==> config.mk <==
export PLATFORM = sky130hd
export DESIGN_NAME = ttam_ctrl
export DESIGN_NICKNAME = d
export VERILOG_FILES = /design/src/hw/rtl/ttam_pkg.sv /design/src/hw/rtl/ttam_ctrl.sv
export VERILOG_INCLUDE_DIRS = /design/src /design/src/hw/rtl
export SDC_FILE = /design/constraint.sdc
export NUM_CORES = 1
export LEC_CHECK = 0
export ABC_AREA = 1
export BUFFER_PORTS_ARGS = -buffer_cell sky130_fd_sc_hd__clkbuf_2
export CORE_MARGIN = 4
export CORE_UTILIZATION = 40
export CTS_BUF_LIST = sky130_fd_sc_hd__clkbuf_4
export DETAILED_ROUTE_END_ITERATION = 16
export PLACE_DENSITY = 0.87
export SLEW_MARGIN = 10
export SYNTH_ARGS = -nofsm -noshare
export SYNTH_HDL_FRONTEND = slang
export SYNTH_SLANG_ARGS = --single-unit
==> constraint.sdc <==
create_clock -name clk -period 1.1 [get_ports clk]
set_input_delay 0.055 -clock clk [delete_from_list [all_inputs] [get_ports clk]]
set_output_delay 0.055 -clock clk [all_outputs]
set_load 0.1 [all_outputs]
==> src/hw/rtl/tour_turn_angle_move_evaluator_core_defines.svh <==
// Assertion macros used by the tour evaluator controller.
`ifndef TOUR_TURN_ANGLE_MOVE_EVALUATOR_CORE_DEFINES_SVH
`define TOUR_TURN_ANGLE_MOVE_EVALUATOR_CORE_DEFINES_SVH

// Consequent must hold in the same cycle as the antecedent.
`define TTAM_ASSERT_SAME(lbl, ante, cons, msg) \
  lbl: assert property (@(posedge clk) disable iff (!rst_n) (ante) |-> (cons)) \
    else $error(msg);

// Consequent must hold in the cycle after the antecedent.
`define TTAM_ASSERT_NEXT(lbl, ante, cons, msg) \
  lbl: assert property (@(posedge clk) disable iff (!rst_n) (ante) |=> (cons)) \
    else $error(msg);

`endif

==> src/hw/rtl/ttam_pkg.sv <==
// Shared types, codes and constants of the tour evaluator.
`timescale 1ns / 1ps
package ttam_pkg;

  localparam int PI_Q13      = 25736;
  localparam int HALF_PI_Q13 = 12868;
  localparam int ENERGY_MAX  = 8388607;
  localparam int DELTA_W     = 19;
  localparam int ENERGY_W    = 23;
  localparam int IDX_W       = 8;
  localparam int CFG_W       = 9;
  localparam int COORD_IN_W  = 16;
  localparam int ANG_W       = 15;
  localparam int ACC_W       = 18;
  localparam int ATAN_W      = 13;
  localparam int MUL_LAST    = 4;
  localparam int DELTA_JOB_LAST = 9;

  localparam logic [1:0] ACT_LOAD   = 2'd0;
  localparam logic [1:0] ACT_ENERGY = 2'd1;
  localparam logic [1:0] ACT_EVAL   = 2'd2;
  localparam logic [1:0] ACT_APPLY  = 2'd3;

  // Affected cities of a move, by slot.
  localparam logic [2:0] SL_F = 3'd0;
  localparam logic [2:0] SL_P = 3'd1;
  localparam logic [2:0] SL_S = 3'd2;
  localparam logic [2:0] SL_T = 3'd3;
  localparam logic [2:0] SL_Q = 3'd4;

  typedef enum logic [2:0] {RD_CEN, RD_PRV, RD_NXT, RD_FROM, RD_SHF} ttam_rd_src_t;

  typedef enum logic [4:0] {
    S_IDLE, S_DEC, S_JSEL, S_RDC, S_RDP, S_RDN, S_ANG, S_WAIT, S_POST,
    S_SH0, S_SHC, S_SHK, S_SHR, S_SHW, S_SHL, S_FIN
  } ttam_state_t;

  typedef enum logic [2:0] {
    AP_IDLE, AP_MUL, AP_PREP, AP_ITER, AP_FIN, AP_DONE
  } ttam_aph_t;

  typedef struct packed {
    logic         latch_in;
    logic         setup;
    logic         load_wr;
    logic         rd_en;
    ttam_rd_src_t rd_src;
    logic         cap_c;
    logic         cap_p;
    logic         ang_start;
    logic         ang_acc;
    logic         job_inc;
    logic         energy_commit;
    logic         energy_zero;
    logic         delta_set;
    logic         apply_commit;
    logic         sh_cap;
    logic         sh_wr;
    logic         sh_last;
    logic         out_load;
  } ttam_cmd_t;

  typedef struct packed {
    logic is_load;
    logic is_energy;
    logic is_apply;
    logic small_tour;
    logic mv_ok;
    logic mv_delta;
    logic job_skip;
    logic job_last;
    logic ang_done;
    logic sh_done;
  } ttam_sts_t;

  // Rounded arctangent of 2^-i in unsigned Q0.13 radians.
  function automatic logic [ATAN_W-1:0] atan_q13(input logic [4:0] i);
    logic [ATAN_W-1:0] r;
    case (i)
      5'd0:  r = 13'd6434;
      5'd1:  r = 13'd3798;
      5'd2:  r = 13'd2007;
      5'd3:  r = 13'd1019;
      5'd4:  r = 13'd511;
      5'd5:  r = 13'd256;
      5'd6:  r = 13'd128;
      5'd7:  r = 13'd64;
      5'd8:  r = 13'd32;
      5'd9:  r = 13'd16;
      5'd10: r = 13'd8;
      5'd11: r = 13'd4;
      5'd12: r = 13'd2;
      5'd13: r = 13'd1;
      default: r = 13'd0;
    endcase
    return r;
  endfunction

endpackage

==> src/hw/rtl/ttam_ctrl.sv <==
// Controller state machine sequencing loads, angle jobs, tour shifts and result beats.
`timescale 1ns / 1ps
`include "tour_turn_angle_move_evaluator_core_defines.svh"
module ttam_ctrl (
  input  logic                clk,
  input  logic                rst_n,
  input  logic                in_valid,
  output logic                in_stall,
  output logic                out_valid,
  input  logic                out_stall,
  input  ttam_pkg::ttam_sts_t sts,
  output ttam_pkg::ttam_cmd_t cmd
);

  ttam_pkg::ttam_state_t state_r, state_nxt;
  logic out_valid_r, out_valid_nxt, out_free;

  assign out_free = !out_valid_r || !out_stall;

  always_comb begin
    state_nxt = state_r;
    case (state_r)
      ttam_pkg::S_IDLE: if (in_valid) state_nxt = ttam_pkg::S_DEC;
      ttam_pkg::S_DEC: begin
        if (sts.is_load) state_nxt = ttam_pkg::S_FIN;
        else if (sts.is_energy) state_nxt = sts.small_tour ? ttam_pkg::S_FIN : ttam_pkg::S_JSEL;
        else if (!sts.mv_ok) state_nxt = ttam_pkg::S_FIN;
        else if (sts.mv_delta) state_nxt = ttam_pkg::S_JSEL;
        else if (sts.is_apply) state_nxt = ttam_pkg::S_SH0;
        else state_nxt = ttam_pkg::S_FIN;
      end
      ttam_pkg::S_JSEL: begin
        if (!sts.job_skip) state_nxt = ttam_pkg::S_RDC;
        else if (sts.job_last) state_nxt = ttam_pkg::S_POST;
      end
      ttam_pkg::S_RDC: state_nxt = ttam_pkg::S_RDP;
      ttam_pkg::S_RDP: state_nxt = ttam_pkg::S_RDN;
      ttam_pkg::S_RDN: state_nxt = ttam_pkg::S_ANG;
      ttam_pkg::S_ANG: state_nxt = ttam_pkg::S_WAIT;
      ttam_pkg::S_WAIT: begin
        if (sts.ang_done) state_nxt = sts.job_last ? ttam_pkg::S_POST : ttam_pkg::S_JSEL;
      end
      ttam_pkg::S_POST: begin
        if (!sts.is_energy && sts.is_apply) state_nxt = ttam_pkg::S_SH0;
        else state_nxt = ttam_pkg::S_FIN;
      end
      ttam_pkg::S_SH0: state_nxt = ttam_pkg::S_SHC;
      ttam_pkg::S_SHC: state_nxt = ttam_pkg::S_SHK;
      ttam_pkg::S_SHK: state_nxt = sts.sh_done ? ttam_pkg::S_SHL : ttam_pkg::S_SHR;
      ttam_pkg::S_SHR: state_nxt = ttam_pkg::S_SHW;
      ttam_pkg::S_SHW: state_nxt = ttam_pkg::S_SHK;
      ttam_pkg::S_SHL: state_nxt = ttam_pkg::S_FIN;
      ttam_pkg::S_FIN: if (out_free) state_nxt = ttam_pkg::S_IDLE;
      default:         state_nxt = ttam_pkg::S_IDLE;
    endcase
  end

  always_comb begin
    cmd      = '0;
    in_stall = (state_r != ttam_pkg::S_IDLE);
    case (state_r)
      ttam_pkg::S_IDLE: cmd.latch_in = in_valid;
      ttam_pkg::S_DEC: begin
        cmd.setup       = 1'b1;
        cmd.load_wr     = sts.is_load;
        cmd.energy_zero = sts.is_energy && sts.small_tour;
      end
      ttam_pkg::S_JSEL: cmd.job_inc = sts.job_skip && !sts.job_last;
      ttam_pkg::S_RDC: begin
        cmd.rd_en  = 1'b1;
        cmd.rd_src = ttam_pkg::RD_CEN;
      end
      ttam_pkg::S_RDP: begin
        cmd.rd_en  = 1'b1;
        cmd.rd_src = ttam_pkg::RD_PRV;
        cmd.cap_c  = 1'b1;
      end
      ttam_pkg::S_RDN: begin
        cmd.rd_en  = 1'b1;
        cmd.rd_src = ttam_pkg::RD_NXT;
        cmd.cap_p  = 1'b1;
      end
      ttam_pkg::S_ANG: cmd.ang_start = 1'b1;
      ttam_pkg::S_WAIT: begin
        cmd.ang_acc = sts.ang_done;
        cmd.job_inc = sts.ang_done && !sts.job_last;
      end
      ttam_pkg::S_POST: begin
        cmd.energy_commit = sts.is_energy;
        cmd.delta_set     = !sts.is_energy;
        cmd.apply_commit  = !sts.is_energy && sts.is_apply;
      end
      ttam_pkg::S_SH0: begin
        cmd.rd_en  = 1'b1;
        cmd.rd_src = ttam_pkg::RD_FROM;
      end
      ttam_pkg::S_SHC: cmd.sh_cap = 1'b1;
      ttam_pkg::S_SHR: begin
        cmd.rd_en  = 1'b1;
        cmd.rd_src = ttam_pkg::RD_SHF;
      end
      ttam_pkg::S_SHW: cmd.sh_wr = 1'b1;
      ttam_pkg::S_SHL: cmd.sh_last = 1'b1;
      ttam_pkg::S_FIN: cmd.out_load = out_free;
      default: ;
    endcase
  end

  always_comb begin
    out_valid_nxt = out_valid_r;
    if (cmd.out_load) out_valid_nxt = 1'b1;
    else if (!out_stall) out_valid_nxt = 1'b0;
  end

  always_ff @(posedge clk) begin
    if (!rst_n) begin
      state_r     <= ttam_pkg::S_IDLE;
      out_valid_r <= 1'b0;
    end else begin
      state_r     <= state_nxt;
      out_valid_r <= out_valid_nxt;
    end
  end

  assign out_valid = out_valid_r;

  `TTAM_ASSERT_NEXT(a_accept_decodes, in_valid && !in_stall, state_r == ttam_pkg::S_DEC, "accepted beat did not enter decode")
  `TTAM_ASSERT_SAME(a_result_from_fin, $rose(out_valid_r), $past(state_r == ttam_pkg::S_FIN), "result beat raised outside finish")
  `TTAM_ASSERT_NEXT(a_angle_done_moves, state_r == ttam_pkg::S_WAIT && sts.ang_done, state_r == ttam_pkg::S_JSEL || state_r == ttam_pkg::S_POST, "angle result not consumed")

endmodule

==> results of run 1 <==
-- stage by stage --
stage          TNS, ns  hold slack (ns)
3_3_place_gp     -1.98            0.267
2_1_floorplan    -4.76            0.159
-- kinds of logic after synthesis --
| family | synth area share [%] |
|---|---|
| and+or+nand+nor | 56.1 |
| buffers and inverters | 17.6 |
| AOI/OAI and AO/OA | 10.1 |
| DFF | 16.2 |
==> flow_metrics.env, run 1 <==
export IMPL_dieHeight_um=47.3
export IMPL_synth_top_area_share_pct=22.5
export IMPL_ys_seq_elements=5
export IMPL_start_util_pct=44.7
export IMPL_yosysMostFrequentCell="nand2_1"
export IMPL_yosysUniqueCellTypes=16
export IMPL_lastStage="detailed placement (3_5_place_dp)"
export IMPL_synth_fp_nets=140
export IMPL_synth_avg_cell_area_um2=4.91
export IMPL_async_flop_share_pct=0
export IMPL_synth_ff_type="dfxtp_1"
export IMPL_error="[ERROR DPL-0038] Utilization greater than 100%, impossible to legalize"
export IMPL_synthesis_area_um2=618
export IMPL_place_congestion=0.940
export IMPL_status="aborted with a tool error"
export IMPL_io_pins=36
export IMPL_synth_edff_count=0
export IMPL_yosysSeqAreaShare_pct=16.2
export IMPL_synthTopCellsByArea="nand2_1, dfxtp_1, inv_1"
export IMPL_ys_warn_count=0
export IMPL_die_w_um=47.3
export IMPL_synth_area_leader_cell="nand2_1"
export IMPL_rows=13
export IMPL_synth_cells=126
export IMPL_netlist_top_cells_count="nand2_1, inv_1, nor2_1"
export IMPL_io_buffers=35
==> run 2, diff against run 1 <==
Settings changed: CORE_AREA set to 4 4 65 67, CORE_MARGIN 4 to not set, CORE_UTILIZATION 40 to not set, CTS_BUF_LIST sky130_fd_sc_hd__clkbuf_4 to not set, DIE_AREA set to 0 0 69 71, PLACE_DENSITY 0.87 to not set, PLACE_DENSITY_LB_ADDON set to 0.15.
Clock period 1.1 ns to 1.4 ns, I/O delays scaled along.
==> run 2 against run 1 <==
The flow now finishes, with violations (setup timing). Synthesized cell count unchanged. Synthesized area unchanged.
==> flow_metrics.env, run 2 <==
export IMPL_status="finished with violations"
export IMPL_violations="setup timing"
export IMPL_regMostFlops="state_r"
export IMPL_max_stage_delay_ns=0.37
export IMPL_synth_fp_nets=140
export IMPL_drc=0
export IMPL_whs_endpoint="state_r[2]$_SDFFE_PN0P_"
export IMPL_place_congestion=0.831
export IMPL_fin_crit_sh_pct=104
export IMPL_track_usage_pct=10.3
export IMPL_layout_common_cells="nand2_1, buf_12, buf_4, inv_1, nor2_4"
export IMPL_ys_warn_count=0
export IMPL_path_common_cell="buf_6"
export IMPL_fin_ws_ns=-0.0591
export IMPL_synthXorXnorAreaFrac_pct=0
export IMPL_irDropWorstVdd_v=0.000692
export IMPL_dp_cells=216
export IMPL_syn2layout_area_growth_pct=179
export IMPL_largest_reg_flops=4
export IMPL_synthesis_area_um2=618
export IMPL_slowest_stage="dfxtp_4"
export IMPL_rsz0062_at_grt="true"
export IMPL_synth_avg_cell_area_um2=4.91
export IMPL_setup_viol=7
export IMPL_yosysUniqueCellTypes=16
export IMPL_synth_simple_area_share_pct=56.1
export IMPL_wirelength_um=2540
export IMPL_cts_sinks=5
export IMPL_grt_pass1_vias=1017
export IMPL_power_uw=3540
export IMPL_dpl_worst_slack_ns=0.0119
export IMPL_dpl_hpwl_um=1960
export IMPL_reg2reg_depth=9
export IMPL_cts_root_buffer="clkbuf_8"
export IMPL_io_pins=36
export IMPL_hp_start="rst_n"
export IMPL_holdWs_ns=0.0773
export IMPL_holdPathStages=3
export IMPL_wl_per_cell_um=10.6
export IMPL_fin_cells=239
export IMPL_diodes=0
export IMPL_crit_buf_inv=3
export IMPL_synthAdderAreaFrac_pct=0
export IMPL_synth_top_family_by_area="simple AND/OR/NAND/NOR gates"
export IMPL_synth_compound_area_share_pct=10.1
export IMPL_firstDrtPassIters=4
export IMPL_grt_antenna_before_repair=0
export IMPL_die_area_um2=4900
export IMPL_clock_latency_ns=0.22
export IMPL_yosysSeqAreaShare_pct=16.2
export IMPL_synth_top_area_share_pct=22.5
export IMPL_path_cells="buf_6 > nor2_4 > nand2_2 > buf_6 > o21ai_4 > buf_12"
export IMPL_worstSetupPathType="reg2out"
export IMPL_cp_start_kind="register"
export IMPL_leakage_uw=0.000844
export IMPL_async_flop_share_pct=0
export IMPL_synthTopCellsByArea="nand2_1, dfxtp_1, inv_1"
export IMPL_postRouteAntennaNets=0
export IMPL_worstPathArrival_ns=1.39
export IMPL_power_density_nw_per_um2=2050
export IMPL_crit_family="buffers and inverters"
export IMPL_final_common_cell="nand2_1"
export IMPL_grt_max_degree=8
export IMPL_reg2reg_slack_ns=-0.02
export IMPL_cts_buffer_depth=2
export IMPL_fin_skew_ns=0.00217
export IMPL_synth_area_leader_cell="nand2_1"
export IMPL_via_count=1009
export IMPL_io_buffers=35
export IMPL_post_synth_mux_area_share_pct=0
export IMPL_ys_seq_elements=5
export IMPL_hold_viol_final=0
export IMPL_drv_slew=0
export IMPL_initialDrtViolationCount=17
export IMPL_synth_ff_type="dfxtp_1"
export IMPL_synth_cells=126
export IMPL_timing_rr_end="state_r[2]$_SDFFE_PN0P_"
export IMPL_clk_pin_slew_ns=0.03
export IMPL_rows=22
export IMPL_netlist_top_cells_count="nand2_1, inv_1, nor2_1"
export IMPL_die_w_um=69
export IMPL_finalNetCount=206
export IMPL_h_tree_depth=1
export IMPL_period_minus_slack_ns=1.46
export IMPL_crit_fanout=5
export IMPL_tritoncts="yes"
export IMPL_yosysMostFrequentCell="nand2_1"
export IMPL_maxClockFrequency_mhz=685
export IMPL_overflow=0
export IMPL_numCtsBuffers=3
export IMPL_relSlewSlack_pct=63.9
export IMPL_maxCapViolCount=0
export IMPL_synth_edff_count=0
export IMPL_drive_gt1_share_pct=61.8
export IMPL_tightest_slew_ns=0.543
export IMPL_start_util_pct=17.0
export IMPL_hp_class="in2reg"
export IMPL_required_ns=1.33
export IMPL_grt_first_pass_wirelength_um=4270
export IMPL_critPathCaptureType="output port"
export IMPL_cts_hold_buf=0
export IMPL_final_util_pct=47.5
export IMPL_viasPerCell=4.22
export IMPL_rr_startpoint="state_r[3]$_SDFFE_PN0P_"
export IMPL_dieHeight_um=71
export IMPL_core_area_um2=3630
## run 2: cell counts after synthesis
No cell type changed its count.
## run 2: tightest hold or removal path, delay by kind of cell
kind / cells / cell delay (ns)
AO/OA/AOI/OAI: 1 / 0.06
buffers and inverters: 2 / 0.13
## run 2: timing repair
action                     4_1_cts  5_1_grt
pin swaps                        7       10
gates resized for setup         24       22
buffers inserted                12        8
setup endpoints to repair       16       21
## run 2: final cells by class
| class | instances | area (um2) |
|---|---|---|
| Timing Repair Buffer | 62 | 723 |
| Multi-Input combinational cell | 93 | 659 |
| Clock buffer | 4 | 45.0 |
| Tap cell | 48 | 60.1 |
| Fill cell | 355 | 1910 |
| Sequential cell | 5 | 116 |
| Inverter | 27 | 120 |
## run 2: how the worst max path moves through the flow
stage,cells after the start,startpoint,endpoint
2_1_floorplan,6,state_r[2]$_SDFFE_PN0P_,cmd[16]
3_3_place_gp,7,state_r[1]$_SDFFE_PN0P_,state_r[3]$_SDFFE_PN0P_
3_5_place_dp,7,state_r[1]$_SDFFE_PN0P_,state_r[3]$_SDFFE_PN0P_
4_1_cts,5,state_r[1]$_SDFFE_PN0P_,cmd[8]
5_1_grt,7,state_r[1]$_SDFFE_PN0P_,cmd[16]
6_report,6,state_r[2]$_SDFFE_PN0P_,cmd[13]
## run 2: routing by layer
layer  part of all wire [%]  track usage, %  wire length, um  vias up
li1                       -               -                -      514
met1                     39            10.8              994      459
met2                     55            19.4             1390       28
met3                    4.4            2.56              112        8
met4                    1.4            4.34               36        0
met5                      0               0                0        -
## run 2: logic make-up after synthesis
family                 after synthesis
flip-flops                           5
buffers and inverters               28
AO/OA/AOI/OAI                       12
AND/OR/NAND/NOR                     81
## run 2: stage by stage
step | instance area [um2] | setup TNS [ns]
6_report | 1720 | -0.204
4_1_cts | 1570 | -0.134
3_5_place_dp | 1380 | 0
5_1_grt | 1720 | -0.977
2_1_floorplan | 791 | -1.05
3_3_place_gp | 1380 | 0
## run 2: power breakdown
group          total, uW  leakage [uW]  internal (uW)  switching (uW)
combinational       2950      0.000777           1130            1820
clock                264     0.0000228            195            68.8
sequential           320     0.0000442            209             111
total               3540      0.000844           1530            2000
Note: power is estimated with default switching activity, not from simulation.
==> run 3, diff against run 2 <==
Settings changed: CTS_CLUSTER_SIZE set to 25, RECOVER_POWER set to 25, REMOVE_ABC_BUFFERS set to 1.
==> run 3 against run 2 <==
The flow still finishes with violations (setup timing). Cell area shrank 15%. Critical endpoint is now cmd[8]. Register-to-register slack gained 0.06 ns. Sequential power shrank 7.2%. Via count shrank 8.3%. Routed wire length shrank 8.6%. Global-route usage shrank 0.44 points. Critical path depth is the same. Clock-buffer cell count is the same. Setup slack gained 0.031 ns. Die area is the same. Combinational power shrank 14%. Cell count shrank 4.2%.
==> flow_metrics.env, run 3 (synthesis gave the netlist of run 2 again) <==
export IMPL_setup_viol=4
export IMPL_rows=22
export IMPL_worstPathArrival_ns=1.36
export IMPL_dieHeight_um=71
export IMPL_regMostFlops="state_r"
export IMPL_postRouteAntennaNets=0
export IMPL_path_cells="nand2_1 > inv_2 > nand3_2 > a21boi_2 > buf_4 > buf_12"
export IMPL_finalNetCount=196
export IMPL_tritoncts="yes"
export IMPL_cts_sinks=5
export IMPL_viasPerCell=4.04
export IMPL_maxCapViolCount=0
export IMPL_dpl_cell_area_um2=1220
export IMPL_rsz0062_at_grt="true"
export IMPL_maxClockFrequency_mhz=700
export IMPL_crit_family="buffers and inverters"
export IMPL_io_buffers=35
export IMPL_die_w_um=69
export IMPL_largest_reg_flops=4
export IMPL_irDropWorstVdd_v=0.000911
export IMPL_track_usage_pct=9.86
export IMPL_fin_skew_ns=0.00123
export IMPL_cts_buffer_depth=2
export IMPL_holdWs_ns=0.0667
export IMPL_violations="setup timing"
export IMPL_dp_cells=216
export IMPL_swShare_pct=57.1
export IMPL_tightest_slew_ns=0.542
export IMPL_via_count=925
export IMPL_fin_crit_sh_pct=102
export IMPL_drive_gt1_share_pct=50.8
export IMPL_syn2layout_area_growth_pct=137
export IMPL_initialDrtViolationCount=16
export IMPL_start_util_pct=17.0
export IMPL_clock_latency_ns=0.22
export IMPL_die_area_um2=4900
export IMPL_cp_start_kind="register"
export IMPL_dpl_hpwl_um=1980
export IMPL_pwr_share_seq_pct=9.6
export IMPL_cts_root_buffer="clkbuf_8"
export IMPL_grt_first_pass_wirelength_um=4040
export IMPL_io_pins=36
export IMPL_critPathCaptureType="output port"
export IMPL_numCtsBuffers=3
export IMPL_worstSetupPathType="reg2out"
export IMPL_required_ns=1.33
export IMPL_crit_fanout=5
export IMPL_relSlewSlack_pct=64.1
export IMPL_crit_buf_inv=3
export IMPL_grt_pass1_vias=921
export IMPL_max_stage_delay_ns=0.38
export IMPL_drc=0
export IMPL_dpl_worst_slack_ns=-0.0483
export IMPL_status="finished with violations"
export IMPL_grt_antenna_before_repair=0
export IMPL_hp_class="in2reg"
export IMPL_clk_pin_slew_ns=0.04
export IMPL_h_tree_depth=1
export IMPL_diodes=0
export IMPL_fin_cells=229
export IMPL_layout_common_cells="nand2_1, buf_12, inv_1, buf_4, nor2_1"
export IMPL_fin_ws_ns=-0.0282
export IMPL_leakage_uw=0.000755
export IMPL_wirelength_um=2320
export IMPL_firstDrtPassIters=4
export IMPL_finish_instance_area_um2=1460
export IMPL_slowest_stage="dfxtp_4"
export IMPL_period_minus_slack_ns=1.43
export IMPL_hold_viol_final=0
export IMPL_internal_power_uw=1330
export IMPL_grt_max_degree=8
export IMPL_fillers=402
export IMPL_power_uw=3110
export IMPL_final_common_cell="nand2_1"
export IMPL_power_frac_comb_pct=81.9
export IMPL_power_density_nw_per_um2=2120
export IMPL_p_sw_uw=1770
export IMPL_wl_per_cell_um=10.1
export IMPL_overflow=0
export IMPL_place_congestion=0.890
export IMPL_cts_hold_buf=0
export IMPL_power_frac_clock_pct=8.6
export IMPL_reg2reg_slack_ns=0.04
export IMPL_drv_slew=0
export IMPL_core_area_um2=3630
[run 3: changes by cell type in the layout (fill, tap and decap cells not counted), moves of 3 or more]
cell / before / now
buf_6: 8 / 0
clkinvlp_4: 3 / 0
inv_2: 4 / 8
nand2_1: 27 / 33
nand2_4: 5 / 1
nor2_1: 10 / 15
nor2_4: 16 / 10
o21ai_1: 0 / 3
[run 3: timing repair]
item / CTS / global route
resized for setup: 30 / 22
setup buffers: 2 / 7
endpoints found under the setup margin: 19 / 20
pin swaps: 4 / 8
[run 3: final timing paths]
check                                             start                      end  cells past startpoint
worst max-delay path            state_r[0]$_SDFFE_PN0P_                   cmd[8]                      6
worst max register to register  state_r[2]$_SDFFE_PN0P_  state_r[2]$_SDFFE_PN0P_                      9
worst min-delay path                              rst_n  state_r[2]$_SDFFE_PN0P_                      3
worst min register to register   out_valid$_SDFFE_PN0P_   out_valid$_SDFFE_PN0P_                      2
[run 3: power by group through the flow]
stage | sequential, uW | clock, uW | combinational (uW)
after floorplan | 239 | 0 | 1390
after global placement | 243 | 0 | 2240
after detailed placement | 245 | 0 | 2240
after CTS | 279 | 273 | 2360
after global routing | 307 | 284 | 2700
final | 297 | 266 | 2540
[run 3: worst min-delay path, stage by stage]
cell      delay [ns]
clkbuf_2        0.09
o21ai_1         0.05
inv_1           0.04
[run 3: cell type report]
cell class	count	area, um2	share of cell area [%]
inverter	27	104	7.09
multi-input combinational	93	522	35.6
tap	48	60.1	4.10
clock buffer	4	45.0	3.08
timing repair buffer	52	618	42.2
sequential	5	115	7.86
[run 3: layer usage]
metal	vias to the layer above	share of wire [%]	global-route usage, %
met3	4	5.0	1.85
met2	27	49	17.2
li1	495	-	-
met5	-	0	0
met1	399	44	11.7
met4	0	1.9	4.56
[run 3: per-stage QoR]
step,TNS (ns),util [%]
finish,-0.0873,40.3
global route,-1.00,40.3
CTS,-0.201,37.0
detailed placement,-0.0483,33.6
global placement,-0.0772,33.6
floorplan,-14.52,-
